$ cat config.mk
export PLATFORM = sky130hd
export DESIGN_NAME = pcm_sample_format_converter_top
export DESIGN_NICKNAME = d
export VERILOG_FILES = /design/src/hdl/psfc_pkg.sv /design/src/hdl/psfc_decode.sv /design/src/hdl/psfc_mul.sv /design/src/hdl/psfc_align.sv /design/src/hdl/psfc_round.sv /design/src/hdl/pcm_sample_format_converter_top.sv
export SDC_FILE = /design/constraint.sdc
export NUM_CORES = 2
export LEC_CHECK = 0
export BUFFER_PORTS_ARGS = -buffer_cell sky130_fd_sc_hd__buf_2
export CAP_MARGIN = 20
export CORE_ASPECT_RATIO = 2
export CORE_MARGIN = 5
export CORE_UTILIZATION = 40
export CTS_CLUSTER_DIAMETER = 60
export DETAILED_ROUTE_END_ITERATION = 7
export HOLD_SLACK_MARGIN = 0.03
export PLACE_DENSITY = 0.52
export SLEW_MARGIN = 5
export SYNTH_ARGS = -nofsm -noshare
export SYNTH_HDL_FRONTEND = slang
export SYNTH_SLANG_ARGS = --single-unit
$ cat constraint.sdc
create_clock -name clk -period 20.4 [get_ports clk]
set_input_delay 3.06 -clock clk [delete_from_list [all_inputs] [get_ports clk]]
set_output_delay 3.06 -clock clk [all_outputs]
set_load 0.01 [all_outputs]
$ cat src/hdl/psfc_pkg.sv
package psfc_pkg;

  localparam logic [2:0] FMT_U8  = 3'd0;
  localparam logic [2:0] FMT_S16 = 3'd1;
  localparam logic [2:0] FMT_S24 = 3'd2;
  localparam logic [2:0] FMT_S32 = 3'd3;
  localparam logic [2:0] FMT_F32 = 3'd4;

  localparam logic CMD_TO_FLOAT = 1'b0;
  localparam logic CMD_TO_PCM   = 1'b1;

  localparam logic [1:0] PATH_DIRECT = 2'd0;
  localparam logic [1:0] PATH_I2F    = 2'd1;
  localparam logic [1:0] PATH_F2I    = 2'd2;

  // Fixed point used for the float-to-PCM sum: 32 integer bits, 55 fraction
  // bits and a sticky bit in the LSB.
  localparam int FIX_W  = 88;
  localparam int FRAC_W = 56;
  localparam int PROD_W = 56;

  localparam logic [FIX_W-1:0] C_HALF    = FIX_W'(1) << (FRAC_W - 1);
  localparam logic [FIX_W-1:0] C_128_5   = FIX_W'(257) << (FRAC_W - 1);
  localparam logic [FIX_W-1:0] C_127_5   = FIX_W'(255) << (FRAC_W - 1);

  typedef struct packed {
    logic [1:0]  path;
    logic [31:0] word;
    logic        sign;
    logic [31:0] mag;
    logic [7:0]  ebase;
    logic        neg;
    logic [1:0]  fmt;
    logic [23:0] mant;
    logic [5:0]  e6;
  } dec_t;

  typedef struct packed {
    logic [1:0]        path;
    logic [31:0]       word;
    logic              sign;
    logic              zero;
    logic [31:0]       norm;
    logic [7:0]        expo;
    logic              neg;
    logic [1:0]        fmt;
    logic [5:0]        e6;
    logic [PROD_W-1:0] prod;
  } mul_t;

  typedef struct packed {
    logic              f2i;
    logic [31:0]       word;
    logic              neg;
    logic [1:0]        fmt;
    logic [5:0]        e6;
    logic [PROD_W-1:0] prod;
  } rnd_t;

  typedef struct packed {
    logic             f2i;
    logic [31:0]      word;
    logic             neg;
    logic [1:0]       fmt;
    logic [FIX_W-1:0] fx;
  } aln_t;

  typedef struct packed {
    logic             f2i;
    logic [31:0]      word;
    logic             neg;
    logic [1:0]       fmt;
    logic [FIX_W-1:0] s;
    logic [6:0]       li;
  } sum_t;

  function automatic logic [4:0] lz32(input logic [31:0] x);
    logic [31:0] v;
    logic [4:0]  n;
    v = x;
    n = '0;
    if (v[31:16] == 16'd0) begin n[4] = 1'b1; v = v << 16; end
    if (v[31:24] == 8'd0) begin n[3] = 1'b1; v = v << 8; end
    if (v[31:28] == 4'd0) begin n[2] = 1'b1; v = v << 4; end
    if (v[31:30] == 2'd0) begin n[1] = 1'b1; v = v << 2; end
    if (v[31] == 1'b0) begin n[0] = 1'b1; end
    return n;
  endfunction

  // Scale factor of the float-to-PCM product.
  function automatic logic [31:0] kconst(input logic [1:0] fmt, input logic neg);
    logic [31:0] k;
    unique case (fmt)
      FMT_U8[1:0]:  k = 32'd127;
      FMT_S16[1:0]: k = neg ? 32'd32768 : 32'd32767;
      FMT_S24[1:0]: k = neg ? 32'd8388608 : 32'd8388607;
      default:      k = neg ? 32'd2147483648 : 32'd2147483647;
    endcase
    return k;
  endfunction

  // Highest bit the product can reach: bit length of the scale factor plus 23.
  function automatic logic [5:0] tpos(input logic [1:0] fmt, input logic neg);
    logic [5:0] t;
    unique case (fmt)
      FMT_U8[1:0]:  t = 6'd30;
      FMT_S16[1:0]: t = neg ? 6'd39 : 6'd38;
      FMT_S24[1:0]: t = neg ? 6'd47 : 6'd46;
      default:      t = neg ? 6'd55 : 6'd54;
    endcase
    return t;
  endfunction

endpackage

$ cat src/hdl/psfc_decode.sv
module psfc_decode (
  input  logic                clk,
  input  logic                en,
  input  logic [2:0]          fmt,
  input  logic                cmd,
  input  logic [31:0]         data_word,
  output psfc_pkg::dec_t      dec_r
);
  import psfc_pkg::*;

  dec_t        dec_nxt;
  logic        nan;
  logic        big;
  logic [32:0] sv;

  always_comb begin
    nan = (data_word[30:23] == 8'hFF) && (data_word[22:0] != 23'd0);
    big = data_word[30:0] > 31'h3F800000;

    case (fmt[1:0])
      FMT_U8[1:0]:  sv = {25'd0, data_word[7:0]} - 33'd128;
      FMT_S16[1:0]: sv = {{17{data_word[15]}}, data_word[15:0]};
      FMT_S24[1:0]: sv = {{9{data_word[23]}}, data_word[23:0]};
      default:      sv = {data_word[31], data_word};
    endcase

    dec_nxt      = '0;
    dec_nxt.fmt  = fmt[1:0];
    dec_nxt.sign = sv[32];
    dec_nxt.mag  = sv[32] ? 32'(-sv) : sv[31:0];
    case (fmt[1:0])
      FMT_U8[1:0]:  dec_nxt.ebase = 8'd151;
      FMT_S16[1:0]: dec_nxt.ebase = 8'd143;
      FMT_S24[1:0]: dec_nxt.ebase = 8'd135;
      default:      dec_nxt.ebase = 8'd127;
    endcase

    // Clamp to [-1,1] and map NaN to +0; values too small to reach any output bit
    // are flushed to zero, nonzero ones keeping their sign for the branch choice.
    if (nan) begin
      dec_nxt.neg  = 1'b0;
      dec_nxt.mant = '0;
      dec_nxt.e6   = '0;
    end else if (big) begin
      dec_nxt.neg  = data_word[31];
      dec_nxt.mant = 24'h800000;
      dec_nxt.e6   = 6'd63;
    end else if (data_word[30:23] < 8'd64) begin
      dec_nxt.neg  = data_word[31] && (data_word[30:0] != 31'd0);
      dec_nxt.mant = '0;
      dec_nxt.e6   = '0;
    end else begin
      dec_nxt.neg  = data_word[31];
      dec_nxt.mant = {1'b1, data_word[22:0]};
      dec_nxt.e6   = data_word[28:23];
    end

    if (fmt == FMT_F32) begin
      dec_nxt.path = PATH_DIRECT;
      if (nan) begin
        dec_nxt.word = data_word;
      end else if (big) begin
        dec_nxt.word = {data_word[31], 31'h3F800000};
      end else begin
        dec_nxt.word = data_word;
      end
    end else if (fmt > FMT_F32) begin
      dec_nxt.path = PATH_DIRECT;
      dec_nxt.word = '0;
    end else if (cmd == CMD_TO_FLOAT) begin
      dec_nxt.path = PATH_I2F;
    end else begin
      dec_nxt.path = PATH_F2I;
    end
  end

  always_ff @(posedge clk) begin
    if (en) begin
      dec_r <= dec_nxt;
    end
  end

endmodule

$ cat src/hdl/psfc_mul.sv
module psfc_mul (
  input  logic                clk,
  input  logic                en_mul,
  input  logic                en_rnd,
  input  psfc_pkg::dec_t      dec_r,
  output psfc_pkg::rnd_t      rnd_r
);
  import psfc_pkg::*;

  mul_t              mul_r;
  mul_t              mul_nxt;
  rnd_t              rnd_nxt;
  logic [4:0]        lz;
  logic [5:0]        tp;
  logic [6:0]        bl;
  logic [5:0]        dsh;
  logic [PROD_W-1:0] pmask;
  logic [PROD_W-1:0] phalf;
  logic [PROD_W-1:0] prem;
  logic              pup;
  logic [23:0]       keep;
  logic              rup;
  logic [24:0]       m25;
  logic [7:0]        efin;

  // Stage 2: scale product for float-to-PCM, normalize for PCM-to-float.
  always_comb begin
    lz            = lz32(dec_r.mag);
    mul_nxt.path  = dec_r.path;
    mul_nxt.word  = dec_r.word;
    mul_nxt.sign  = dec_r.sign;
    mul_nxt.zero  = (dec_r.mag == 32'd0);
    mul_nxt.norm  = dec_r.mag << lz;
    mul_nxt.expo  = dec_r.ebase - {3'd0, lz};
    mul_nxt.neg   = dec_r.neg;
    mul_nxt.fmt   = dec_r.fmt;
    mul_nxt.e6    = dec_r.e6;
    mul_nxt.prod  = PROD_W'(dec_r.mant) * PROD_W'(kconst(dec_r.fmt, dec_r.neg));
  end

  always_ff @(posedge clk) begin
    if (en_mul) begin
      mul_r <= mul_nxt;
    end
  end

  // Stage 3: round the product to float or double precision, and finish the
  // PCM-to-float result.
  always_comb begin
    tp    = tpos(mul_r.fmt, mul_r.neg);
    bl    = mul_r.prod[tp] ? {1'b0, tp} + 7'd1 : {1'b0, tp};
    dsh   = 6'(bl - ((mul_r.fmt == FMT_S32[1:0]) ? 7'd53 : 7'd24));
    pmask = (PROD_W'(1) << dsh) - PROD_W'(1);
    phalf = PROD_W'(1) << (dsh - 6'd1);
    prem  = mul_r.prod & pmask;
    pup   = (prem > phalf) || ((prem == phalf) && mul_r.prod[dsh]);

    keep  = mul_r.norm[31:8];
    rup   = mul_r.norm[7] && ((mul_r.norm[6:0] != 7'd0) || keep[0]);
    m25   = {1'b0, keep} + {24'd0, rup};
    efin  = mul_r.expo + {7'd0, m25[24]};

    rnd_nxt.f2i  = (mul_r.path == PATH_F2I);
    rnd_nxt.neg  = mul_r.neg;
    rnd_nxt.fmt  = mul_r.fmt;
    rnd_nxt.e6   = mul_r.e6;
    rnd_nxt.prod = (mul_r.prod & ~pmask) + (pup ? (PROD_W'(1) << dsh) : PROD_W'(0));
    if (mul_r.path == PATH_I2F) begin
      if (mul_r.zero) begin
        rnd_nxt.word = '0;
      end else begin
        rnd_nxt.word = {mul_r.sign, efin, m25[24] ? 23'd0 : m25[22:0]};
      end
    end else begin
      rnd_nxt.word = mul_r.word;
    end
  end

  always_ff @(posedge clk) begin
    if (en_rnd) begin
      rnd_r <= rnd_nxt;
    end
  end

endmodule

$ cat src/hdl/psfc_align.sv
module psfc_align (
  input  logic                clk,
  input  logic                en_aln,
  input  logic                en_sum,
  input  psfc_pkg::rnd_t      rnd_r,
  output psfc_pkg::sum_t      sum_r
);
  import psfc_pkg::*;

  aln_t             aln_r;
  aln_t             aln_nxt;
  sum_t             sum_nxt;
  logic [119:0]     yw;
  logic [FIX_W-1:0] sv;
  logic [4:0]       lz;

  // Stage 4: place the rounded product in the fixed-point frame.
  always_comb begin
    yw          = {64'd0, rnd_r.prod} << rnd_r.e6;
    aln_nxt.f2i  = rnd_r.f2i;
    aln_nxt.word = rnd_r.word;
    aln_nxt.neg  = rnd_r.neg;
    aln_nxt.fmt  = rnd_r.fmt;
    aln_nxt.fx   = {yw[117:31], yw[30] | (yw[29:0] != 30'd0)};
  end

  always_ff @(posedge clk) begin
    if (en_aln) begin
      aln_r <= aln_nxt;
    end
  end

  // Stage 5: add the offset and locate the leading bit of the sum.
  always_comb begin
    if (aln_r.fmt == FMT_U8[1:0]) begin
      sv = aln_r.neg ? (C_127_5 - aln_r.fx) : (C_128_5 + aln_r.fx);
    end else begin
      sv = C_HALF + aln_r.fx;
    end
    lz           = lz32(sv[FIX_W-1:FRAC_W]);
    sum_nxt.f2i  = aln_r.f2i;
    sum_nxt.word = aln_r.word;
    sum_nxt.neg  = aln_r.neg;
    sum_nxt.fmt  = aln_r.fmt;
    sum_nxt.s    = sv;
    // The sum is never below one half, so an empty integer part puts the
    // leading bit just under the binary point.
    if (sv[FIX_W-1:FRAC_W] == 32'd0) begin
      sum_nxt.li = 7'(FRAC_W - 1);
    end else begin
      sum_nxt.li = 7'(FIX_W - 1) - {2'd0, lz};
    end
  end

  always_ff @(posedge clk) begin
    if (en_sum) begin
      sum_r <= sum_nxt;
    end
  end

endmodule

$ cat src/hdl/psfc_round.sv
module psfc_round (
  input  logic                clk,
  input  logic                en,
  input  psfc_pkg::sum_t      sum_r,
  output logic [31:0]         word_r
);
  import psfc_pkg::*;

  logic [31:0]      word_nxt;
  logic [6:0]       k;
  logic [FIX_W-1:0] mask;
  logic [FIX_W-1:0] half;
  logic [FIX_W-1:0] rem;
  logic             up;
  logic [FIX_W:0]   rsum;
  logic [32:0]      t;
  logic [31:0]      res;

  always_comb begin
    k    = sum_r.li - ((sum_r.fmt == FMT_S32[1:0]) ? 7'd52 : 7'd23);
    mask = (FIX_W'(1) << k) - FIX_W'(1);
    half = FIX_W'(1) << (k - 7'd1);
    rem  = sum_r.s & mask;
    up   = (rem > half) || ((rem == half) && sum_r.s[k]);
    rsum = {1'b0, sum_r.s & ~mask} + {1'b0, up ? (FIX_W'(1) << k) : FIX_W'(0)};
    t    = rsum[FIX_W:FRAC_W];

    case (sum_r.fmt)
      FMT_U8[1:0]: begin
        res = (t > 33'd255) ? 32'hFF : {24'd0, t[7:0]};
      end
      FMT_S16[1:0]: begin
        if (!sum_r.neg) begin
          res = (t > 33'd32767) ? 32'h7FFF : {16'd0, t[15:0]};
        end else begin
          res = (t >= 33'd32768) ? 32'h8000 : {16'd0, 16'd0 - t[15:0]};
        end
      end
      FMT_S24[1:0]: begin
        if (!sum_r.neg) begin
          res = (t > 33'd8388607) ? 32'h7FFFFF : {8'd0, t[23:0]};
        end else begin
          res = (t >= 33'd8388608) ? 32'h800000 : {8'd0, 24'd0 - t[23:0]};
        end
      end
      default: begin
        if (!sum_r.neg) begin
          res = (t > 33'd2147483647) ? 32'h7FFFFFFF : t[31:0];
        end else begin
          res = (t >= 33'd2147483648) ? 32'h80000000 : 32'd0 - t[31:0];
        end
      end
    endcase

    word_nxt = sum_r.f2i ? res : sum_r.word;
  end

  always_ff @(posedge clk) begin
    if (en) begin
      word_r <= word_nxt;
    end
  end

endmodule

$ cat src/hdl/pcm_sample_format_converter_top.sv
// Converts one audio sample per item between PCM and float32.
// Accepts one item per cycle while out_stall is low, through a six-stage
// pipeline whose stages each advance when the next one is empty or moving,
// so bubbles collapse under output stall.
// Synchronous active-low reset clears the stage valid bits and sets the
// sample format to s16.
module pcm_sample_format_converter_top (
  input  logic        clk,
  input  logic        rst_n,
  input  logic        cfg_wr_en,
  input  logic [2:0]  cfg_wr_data,
  input  logic        in_valid,
  output logic        in_stall,
  input  logic        in_cmd,
  input  logic [31:0] in_data_word,
  output logic        out_valid,
  input  logic        out_stall,
  output logic [31:0] out_result_word
);
  import psfc_pkg::*;

  localparam int NSTG = 6;

  logic [2:0]      fmt_r;
  logic [NSTG-1:0] vld_r;
  logic [NSTG-1:0] vld_nxt;
  logic [NSTG-1:0] rdy;
  dec_t            dec_r;
  rnd_t            rnd_r;
  sum_t            sum_r;

  always_comb begin
    rdy[NSTG-1] = !vld_r[NSTG-1] || !out_stall;
    for (int i = NSTG - 2; i >= 0; i--) begin
      rdy[i] = !vld_r[i] || rdy[i+1];
    end
    vld_nxt[0] = rdy[0] ? in_valid : vld_r[0];
    for (int i = 1; i < NSTG; i++) begin
      vld_nxt[i] = rdy[i] ? vld_r[i-1] : vld_r[i];
    end
  end

  always_ff @(posedge clk) begin
    if (!rst_n) begin
      vld_r <= '0;
      fmt_r <= FMT_S16;
    end else begin
      vld_r <= vld_nxt;
      if (cfg_wr_en) begin
        fmt_r <= cfg_wr_data;
      end
    end
  end

  assign in_stall  = !rdy[0];
  assign out_valid = vld_r[NSTG-1];

  psfc_decode u_decode (
    .clk       (clk),
    .en        (rdy[0]),
    .fmt       (fmt_r),
    .cmd       (in_cmd),
    .data_word (in_data_word),
    .dec_r     (dec_r)
  );

  psfc_mul u_mul (
    .clk    (clk),
    .en_mul (rdy[1]),
    .en_rnd (rdy[2]),
    .dec_r  (dec_r),
    .rnd_r  (rnd_r)
  );

  psfc_align u_align (
    .clk    (clk),
    .en_aln (rdy[3]),
    .en_sum (rdy[4]),
    .rnd_r  (rnd_r),
    .sum_r  (sum_r)
  );

  psfc_round u_round (
    .clk    (clk),
    .en     (rdy[5]),
    .sum_r  (sum_r),
    .word_r (out_result_word)
  );

endmodule
==> flow_metrics.env <==
export IMPL_hold_viol_final=0
export IMPL_fill_cells=17229
export IMPL_vias_per_cell=5.98
export IMPL_arrival_ns=17.47
export IMPL_synthFlopType="edfxtp_1"
export IMPL_switching_share_pct=57.4
export IMPL_postCtsHoldBufs=0
export IMPL_grt_max_degree=82
export IMPL_drt_initial_drc_count=4077
export IMPL_chipHeight_um=601
export IMPL_final_util_pct=43.4
export IMPL_critPathRequiredTime_ns=20.84
export IMPL_avgSynthCellArea_um2=9.19
export IMPL_cts_made_buffers=56
export IMPL_grt_ovfl_total=0
export IMPL_cpMaxStageDelayCell="a311oi_1"
export IMPL_crit_fanout=27
export IMPL_antenna_left=0
export IMPL_drive_gt1_share_pct=7.38
export IMPL_yosysWarningCount=0
export IMPL_p_clk_share_pct=9.9
export IMPL_antenna_found_initial=36
export IMPL_first_pass_iters=6
export IMPL_status="completed"
export IMPL_rows=216
export IMPL_p_leak_nw=33.6
export IMPL_vias=59508
export IMPL_period_share_pct=83.5
export IMPL_insertion_delay_ns=0.68
export IMPL_top_layer_used="met5"
export IMPL_clock_skew_ns=0.0508
export IMPL_end_kind="flip-flop"
export IMPL_ys_types=103
export IMPL_comb_power_share_pct=70.5
export IMPL_p_switching_w=0.00636
export IMPL_htree_levels=2
export IMPL_final_max_slew_viol_count=0
export IMPL_start_util_pct=40.3
export IMPL_syn_inst=7595
export IMPL_cts_sinks=639
export IMPL_maxCapViolations=0
export IMPL_async_flop_share_pct=0
export IMPL_hpwl_mm=275
export IMPL_multi_input_area_um2=47200
export IMPL_setup_tns_final_ns=0
export IMPL_seqPwrFrac_pct=19.6
export IMPL_intPower_w=0.00473
export IMPL_wl_per_cell_um=32.7
export IMPL_crit_type="flip-flop to flip-flop"
export IMPL_regArea_um2=19100
export IMPL_p_total_w=0.0111
export IMPL_cts_resized_gates=0
export IMPL_synth_area_leaders="edfxtp_1 (27%), fa_1 (15%), ha_1 (9.0%)"
export IMPL_clock_path_buffers=3
export IMPL_wl_met3_mm=11.9
export IMPL_synth_fp_nets=8658
export IMPL_place_congestion=1.06
export IMPL_crit_path_start_kind="flip-flop"
export IMPL_cpPeakStageDelay_ns=0.74
export IMPL_numPortBuffers=74
export IMPL_die_area_um2=183000
export IMPL_ys_seq_area_share_pct=27.4
export IMPL_fin_hold_ws_ns=0.417
export IMPL_io_pin_count=75
export IMPL_rsz0062_at_grt="no"
export IMPL_cts_tree="done"
export IMPL_power_density_nw_per_um2=148
export IMPL_syn_area_um2=69800
export IMPL_drcViolationCount=0
export IMPL_wl_met1_mm=91.4
export IMPL_wirelength_mm=325
export IMPL_wl_met2_mm=174
export IMPL_max_slew_worst_pin_slew_ns=1.30
export IMPL_die_w_um=305
export IMPL_syn_to_final_growth_pct=7.73
export IMPL_cp_common_cell="ha_1"
export IMPL_setup_violations=0
export IMPL_post_cts_buffers=0
export IMPL_yosys_area_top_type="edfxtp_1"
export IMPL_grt_pass1_vias=62675
export IMPL_grt_util_all_layers_pct=34.6
export IMPL_max_freq_mhz=58.7
export IMPL_netlist_area_leader_share_pct=27.1
export IMPL_min_delay_path_class="flip-flop to flip-flop"
export IMPL_irDropWorstVdd_uv=159
export IMPL_cts_root_buf="clkbuf_16"
export IMPL_synth_seq_cells=639
export IMPL_core_area_um2=173000
export IMPL_nets=8656
export IMPL_synth_edff_count=630
export IMPL_grt_pass1_wl_mm=455
export IMPL_placed_cells=9814
export IMPL_slew_headroom_pct=13.4
export IMPL_clkSlewWorstSetupHoldPaths_ns=0.07
export IMPL_finalNonFillerCells=9946
export IMPL_period_minus_slack_ns=17.04
[cell families after synthesis]
kind of cell,Yosys count,share of synthesized area (%)
adder cells (fa/ha/maj),1022,23.9
AND/OR/NAND/NOR,2799,19.5
XOR/XNOR,310,3.92
flip-flops,639,27.4
AO/OA/AOI/OAI,1589,14.6
buffers and inverters,964,5.26
multiplexers,272,5.42
[state kept, by name, summed over array words and instances (netlist names)]
name,cells
vld_r,6
u_decode.dec_r,104
fmt_r,3
u_mul.keep,24
u_mul.rnd_r,98
u_align.sum_r,131
u_mul.mul_r,117
u_align.aln_r,124
u_round.word_r,32
[placed cells by master, fill, tap and decap left out, types with 136 or more instances in the layout]
cell type / n
buf_4: 159
nor2_1: 758
edfxtp_1: 630
o21ai_0: 301
and2_1: 289
inv_1: 656
xnor2_1: 181
nor2b_1: 136
fa_1: 519
a21o_1: 172
nand3_1: 195
a21oi_1: 471
nor3_1: 170
and3_1: 137
nand2_1: 696
ha_1: 501
mux2i_1: 148
[per-stage QoR]
stage | setup slack (ns) | cell area [um2]
2_1_floorplan | 7.63 | 69800
3_3_place_gp | 2.83 | 73100
3_5_place_dp | 3.65 | 73100
4_1_cts | 3.58 | 75000
5_1_grt | 2.56 | 75100
6_report | 3.36 | 75200
[routing by layer]
metal  vias up  GRT usage (%)
met5         -              0
met4        10           38.6
met3      1201           4.22
met2      2250           65.4
met1     29166           28.6
li1      26881              -
[synthesized netlist by cell type, types with 18 or more instances]
library cell    n
nor2_1        768
nand2_1       699
inv_1         658
edfxtp_1      630
fa_1          519
ha_1          503
a21oi_1       471
o21ai_0       303
and2_1        289
clkbuf_1      245
nand3_1       196
xnor2_1       182
nor3_1        174
a21o_1        172
mux2i_1       148
nor2b_1       140
and3_1        137
xor2_1        125
nand4_1       114
mux4_2         80
nand2b_1       67
a31oi_1        66
a211oi_1       57
nor4_1         55
o21a_1         55
or3_1          48
o21bai_1       46
mux2_2         44
a21boi_0       43
o211ai_1       43
o22ai_1        37
o31ai_1        36
buf_1          34
or2_2          30
a2111oi_0      18
o221ai_1       18
[worst paths after layout]
path / from / to / slack, ns / cells after the start
max: u_align.sum_r[95] / u_round.word_r[12] / 3.36 / 49
min: u_mul.rnd_r[62] / u_align.aln_r[88] / 0.42 / 0
max reg2reg: u_align.sum_r[95] / u_round.word_r[12] / 3.36 / 49
min reg2reg: u_mul.rnd_r[62] / u_align.aln_r[88] / 0.42 / 0
[power groups by stage]
| stage | sequential, W | combinational (W) | clock, W |
|---|---|---|---|
| after floorplan | 0.00198 | 0.00435 | 0 |
| after global placement | 0.00219 | 0.00764 | 0 |
| after detailed placement | 0.00219 | 0.00758 | 0 |
| after CTS | 0.00216 | 0.00762 | 0.00113 |
| after global routing | 0.00219 | 0.00819 | 0.00118 |
| final | 0.00218 | 0.00782 | 0.00110 |
[final cells by class]
class / instances / area share, %
Multi-Input combinational cell: 5992 / 62.8
Clock inverter: 42 / 0.531
Tap cell: 2289 / 3.81
Antenna cell: 17 / 0.0566
Inverter: 665 / 3.33
Timing Repair Buffer: 239 / 2.15
Clock buffer: 63 / 1.96
Sequential cell: 639 / 25.4
[critical path: cells and delay by family, from the launching register on]
family / cells / cell delay [ns]
xor gates and xnor gates: 1 / 0.17
and+or+nand+nor: 18 / 6.20
adders and majority gates: 6 / 2.09
AOI/OAI and AO/OA: 18 / 6.09
muxes: 1 / 0.40
buffers and inverters: 5 / 1.26
DFF: 1 / 0.54
(Power assumes the default switching activity.)
